==> src/rtl/mipd_pkg.sv <==
// Package for the masked indexed pixel decoder.
// Holds the controller states, command and status structs, and register and status codes.
// It depends on nothing else.
package mipd_pkg;

    localparam int CFG_INDEX_BITS = 3;
    localparam int CFG_DATA_BITS  = 16;

    localparam logic [CFG_INDEX_BITS-1:0] CFG_IMAGE_WIDTH       = 3'd0;
    localparam logic [CFG_INDEX_BITS-1:0] CFG_PALETTE_COUNT     = 3'd1;
    localparam logic [CFG_INDEX_BITS-1:0] CFG_TRANSPARENT_RED   = 3'd2;
    localparam logic [CFG_INDEX_BITS-1:0] CFG_TRANSPARENT_GREEN = 3'd3;
    localparam logic [CFG_INDEX_BITS-1:0] CFG_TRANSPARENT_BLUE  = 3'd4;

    localparam logic OP_LOAD  = 1'b0;
    localparam logic OP_PIXEL = 1'b1;

    localparam logic [1:0] STAT_OPAQUE      = 2'd0;
    localparam logic [1:0] STAT_TRANSPARENT = 2'd1;
    localparam logic [1:0] STAT_NOT_FOUND   = 2'd2;

    typedef enum logic [1:0] {
        S_IDLE,
        S_EXEC,
        S_FINISH
    } state_t;

    typedef struct packed {
        logic capture;
        logic exec;
        logic finish;
    } cmd_t;

    typedef struct packed {
        logic op_load;
        logic out_free;
    } dp_status_t;

endpackage

==> src/rtl/mipd_ctrl.sv <==
// Controller state machine of the masked indexed pixel decoder.
// Depends on mipd_pkg for the state type and the command and status structs.
module mipd_ctrl (
    input  logic                aclk,
    input  logic                aresetn,
    input  logic                s_valid,
    output logic                s_ready,
    input  mipd_pkg::dp_status_t dp_status,
    output mipd_pkg::cmd_t      cmd
);
    import mipd_pkg::*;

    state_t state_reg;
    state_t state_next;

    always_ff @(posedge aclk) begin
        if (!aresetn) begin
            state_reg <= S_IDLE;
        end else begin
            state_reg <= state_next;
        end
    end

    always_comb begin
        state_next = state_reg;
        s_ready    = 1'b0;
        cmd        = '0;
        case (state_reg)
            S_IDLE: begin
                s_ready     = 1'b1;
                cmd.capture = s_valid;
                if (s_valid) begin
                    state_next = S_EXEC;
                end
            end
            S_EXEC: begin
                cmd.exec   = 1'b1;
                state_next = dp_status.op_load ? S_IDLE : S_FINISH;
            end
            S_FINISH: begin
                if (dp_status.out_free) begin
                    cmd.finish = 1'b1;
                    state_next = S_IDLE;
                end
            end
            default: begin
                state_next = S_IDLE;
            end
        endcase
    end

endmodule

==> config.mk <==
export PLATFORM = sky130hd
export DESIGN_NAME = mipd_ctrl
export DESIGN_NICKNAME = d
export VERILOG_FILES = /design/src/rtl/mipd_pkg.sv /design/src/rtl/mipd_ctrl.sv
export SDC_FILE = /design/constraint.sdc
export NUM_CORES = 1
export LEC_CHECK = 0
export ABC_AREA = 0
export BUFFER_PORTS_ARGS = -buffer_cell sky130_fd_sc_hd__buf_4
export CAP_MARGIN = 0
export CORE_AREA = 2 2 39 41
export CTS_CLUSTER_SIZE = 12
export DETAILED_ROUTE_END_ITERATION = 16
export DIE_AREA = 0 0 41 43
export PLACE_DENSITY_LB_ADDON = 0.12
export SETUP_SLACK_MARGIN = 0.15
export SLEW_MARGIN = 15
export SYNTH_ARGS = -nofsm -noshare
export SYNTH_HDL_FRONTEND = slang
export SYNTH_SLANG_ARGS = --single-unit
==> constraint.sdc <==
create_clock -name aclk -period 0.95 [get_ports aclk]
set_input_delay 0.1425 -clock aclk [delete_from_list [all_inputs] [get_ports aclk]]
set_output_delay 0.1425 -clock aclk [all_outputs]
set_load 0.01 [all_outputs]
# Word level (Yosys, flattened, before mapping)
# Index checks and enable logic that the tools add are counted.
classes:
  n_eq_ne: 4
  mux: 9
  n_reduce_logical: 2
op_table:
  columns: ["op", "count"]
  rows:
  - ["$mux W2", 3]
  - ["$pmux W2 S3", 1]
  - ["$mux W1", 5]
  - ["$ne A2 B2 Y1 const B", 2]
  - ["$eq A2 B1 Y1 const B", 1]
  - ["$eq A2 B2 Y1 const B", 1]
  - ["$logic_not A2 Y1", 1]
  - ["$reduce_and A2 Y1", 1]
totals:
  regBits: 2
  out_inout_bits: 4
  word_cells: 16

# Longest topological paths before layout
logic_depth:
  ltp_word: 3
  depth_mapped: 2
  depth_no_buf: 2

# Worst setup path before layout
# OpenSTA, ideal clock, no wires.
synth_path:
  path_type: "register -> register"
  from: "register state_reg[0]"
  to: "register state_reg[1]"
  setup_time_ps: 59
  arrival_ps: 788
  t_required_ps: 891
  setup_slack_ps: 103
  stages_incl_launch_ff: 3
  path_buffers: 0
  synth_period_minus_slack_ps: 847
  path_cell_list: "dfxtp_1 nor2b_1 a31o_1"
synth_via:
  elab_chain_cells: 3
  word_cells_on_any_way: 7
  cone_classes: "eq/ne: 4; mux: 1; reduce/logical: 2"
synth_lines:
  columns: ["element", "line_no", "text"]
  rows:
  - ["start: declaration", "mipd_ctrl.sv:13", "state_t state_reg;"]
  - ["start signal: assignment", "mipd_ctrl.sv:20", "state_reg <= state_next;"]
  - ["$eq A2 B2 Y1 or $logic_not A2 Y1 (tied branches)", "mipd_ctrl.sv:28", "case (state_reg)"]
  - ["$ne A2 B2 Y1 (no line)", null, null]
  - ["$reduce_and A2 Y1 (no line)", null, null]
# Several ways; a longest one is shown, not always the timed one.
# A chain may end at the register's enable or synchronous reset.

==> impl_metrics.env <==
export IMPL_dp_cells=35
export IMPL_area_growth_syn_to_layout_pct=117
export IMPL_synthesis_instances=11
export IMPL_final_weighted_congestion_in_routability_driven_placement=0.541
export IMPL_count_of_maximum_capacitance_violations=0
export IMPL_total_of_flip_flops_plus_latches_after_synthesis=2
export IMPL_grt_overflow=0
export IMPL_grt_use_total_pct=4.40
export IMPL_final_setup_viol_count=3
export IMPL_synth_top_area_cell="sky130_fd_sc_hd__dfxtp_1"
export IMPL_ff2ff_setup_slack_ps=110
export IMPL_p_leak_nw=0.104
export IMPL_wirelength_um=277
export IMPL_synth_avg_cell_area_um2=9.21
export IMPL_clock_insertion_delay_worst_skew_ps=230
export IMPL_period_share_pct=110
export IMPL_largest_register_ffs=2
export IMPL_die_width_um=41
export IMPL_fin_nets=29
export IMPL_power_density_cell_area_nw_per_um2=1620
export IMPL_route_detailed_drc=0
export IMPL_cts_tree="built"
export IMPL_numClockSinks=2
export IMPL_synthesis_area_um2=101
export IMPL_antenna_cells=0
export IMPL_dpl_worst_slack_ps=110
export IMPL_tightestPinTransition_ps=143
export IMPL_grt_pass1_vias=100
export IMPL_timing_hold_worst_endpoint="state_reg[0]"
export IMPL_vias_per_cell=3.05
export IMPL_core_region_area_um2=1380
export IMPL_status="complete, but fails checks"
export IMPL_h_tree_depth=1
export IMPL_critical_path_slowest_cell="sky130_fd_sc_hd__dfxtp_4"
export IMPL_grt_pass1_wl_um=448
export IMPL_initial_cell_density_of_the_core_pct=7.32
export IMPL_final_area_um2=220
export IMPL_drtPass1Iterations=2
export IMPL_failing_checks="setup timing"
export IMPL_number_of_antenna_violations_at_the_first_check_in_global_routing=0
export IMPL_worst_r2r_endpoint="state_reg[1]"
export IMPL_post_route_cells_drive_above_1_share_pct=65.2
export IMPL_fin_crit_ps=1040
export IMPL_cts_hold_repair_buffers=0
export IMPL_synth_sequential_area_ratio_pct=39.5
export IMPL_cts_root_buf="sky130_fd_sc_hd__clkbuf_4"
export IMPL_worst_r2r_startpoint="state_reg[0]"
export IMPL_syn_num_nets=16
export IMPL_min_from="aresetn"
export IMPL_ys_top_cells_by_area="sky130_fd_sc_hd__dfxtp_1 40%, sky130_fd_sc_hd__and4bb_1 12%, sky130_fd_sc_hd__nor3b_2 12%"
export IMPL_utilization_pct=15.9
export IMPL_die_height_um=43
export IMPL_timing_final_max_slew_violations=0
export IMPL_finalWorstSetupSlack_ps=-90.7
export IMPL_worst_endpoint_required_ps=810
export IMPL_post_drt_wl_per_cell_um=7.10
export IMPL_max_freq_mhz=961
export IMPL_skew_ps=4.46
export IMPL_setup_worst_path_end_class="output pin"
export IMPL_finalHoldViolations=0
export IMPL_cts_buffers_inserted=3
export IMPL_ys_types=9
export IMPL_cts_repair_resize_count=0
export IMPL_holdPathStages=2
export IMPL_clk_transition_reported_paths_ps=30
export IMPL_critPathMaxFanout=5
export IMPL_clock_path_buffers=2
export IMPL_cp_slowest_stage_delay_ps=360
export IMPL_crit_chain="nor3b_2 > buf_4"
export IMPL_power_ir_vdd_worst_v=0.000475
export IMPL_start_kind="register"
export IMPL_relSlewSlack_pct=90.4
export IMPL_total_vias_in_the_final_route=119
export IMPL_rsz0062_at_grt="yes"
export IMPL_die_area_um2=1760
export IMPL_floorplan_rows=14
export IMPL_timing_reg2reg_worst_path_depth=2
export IMPL_maximum_number_of_pins_on_one_net_before_global_route_repair=6
export IMPL_drtAntennaViolNets=0
export IMPL_synth_top_area_share_pct=39.5
export IMPL_filler_free_cell_count_of_the_finished_design=39
export IMPL_criticalPathCategory="reg -> out"
export IMPL_detailed_place_area_um2=194
export IMPL_drt_first_iter_violations=1
export IMPL_hp_class="in -> reg"
export IMPL_port_buffers=8
export IMPL_arrival_ps=900
export IMPL_io_pin_count=9
export IMPL_post_cts_setup_buffer_count=0
export IMPL_synthesis_yosys_warnings=0
[stage by stage]
| stage | hold WS [ps] | power, W | TNS, ps |
|---|---|---|---|
| final | 142 | 0.000358 | -212 |
| after global routing | 145 | 0.000391 | -401 |
| after CTS | 132 | 0.000375 | -261 |
| after detailed placement | 372 | 0.000148 | 0 |
| after global placement | 367 | 0.000147 | 0 |
| after floorplan | 264 | 0.000116 | 0 |
[synthesized netlist by cell type]
cell	n
sky130_fd_sc_hd__nor2b_1	1
sky130_fd_sc_hd__and2_1	1
sky130_fd_sc_hd__a31o_1	1
sky130_fd_sc_hd__nor2_1	2
sky130_fd_sc_hd__inv_1	1
sky130_fd_sc_hd__nand2_1	1
sky130_fd_sc_hd__nor3b_2	1
sky130_fd_sc_hd__dfxtp_1	2
sky130_fd_sc_hd__and4bb_1	1
[power breakdown]
| group | internal, W | switching [W] |
|---|---|---|
| logic | 0.0000342 | 0.0000173 |
| registers | 0.0000877 | 0.00000681 |
| clock network | 0.000156 | 0.0000551 |
[per-layer routing]
layer	track usage [%]	wire length [um]
met5	0	0
met2	3.44	75
met3	4.71	54
met1	5.73	148
met4	4.00	0
[worst max-delay path by stage]
stage                     depth (start not counted)  slack (ps)           end         start
after floorplan                                   2         150  state_reg[1]  state_reg[1]
after global placement                            2         130  state_reg[1]  state_reg[0]
after detailed placement                          2         110  state_reg[1]  state_reg[0]
after CTS                                         2        -110        cmd[2]  state_reg[1]
after global routing                              2        -150        cmd[2]  state_reg[0]
final                                             2         -90        cmd[2]  state_reg[1]
[cell usage in the layout, fill, tap and decap left out, drive strengths merged]
cell | netlist | routed
a31o | 1 | 1
and2 | 1 | 1
and4bb | 1 | 1
buf | 0 | 8
clkbuf | 0 | 4
dfxtp | 2 | 2
inv | 1 | 1
nand2 | 1 | 1
nor2 | 2 | 2
nor2b | 1 | 1
nor3b | 1 | 1
[worst max-delay path, delay by kind of cell (launching register included)]
kind                   cells  cell delay [ps]
flip-flops                 1              360
buffers and inverters      1              150
AND/OR/NAND/NOR            1              170
[timing repair]
item | 4_1_cts | 5_1_grt
hold endpoints to repair | 0 | 0
pin swaps | 0 | 1
endpoints found under the setup margin | 5 | 5
[final cells by class]
type                    instances  area [um^2]
clock buffers                   4         26.3
fillers                       153         1160
flip-flops and latches          2         45.0
multi-input cells               8         65.1
inverters                       1         3.75
repair buffers                  8         60.1
well taps                      16         20.0
[cell families after synthesis]
| kind of cell | Yosys count | share of synthesized area, % |
|---|---|---|
| AOI/OAI and AO/OA | 1 | 8.64 |
| buffers and inverters | 1 | 3.70 |
| DFF | 2 | 39.5 |
| and+or+nand+nor | 7 | 48.2 |
Power figures use the tool's default switching activity.
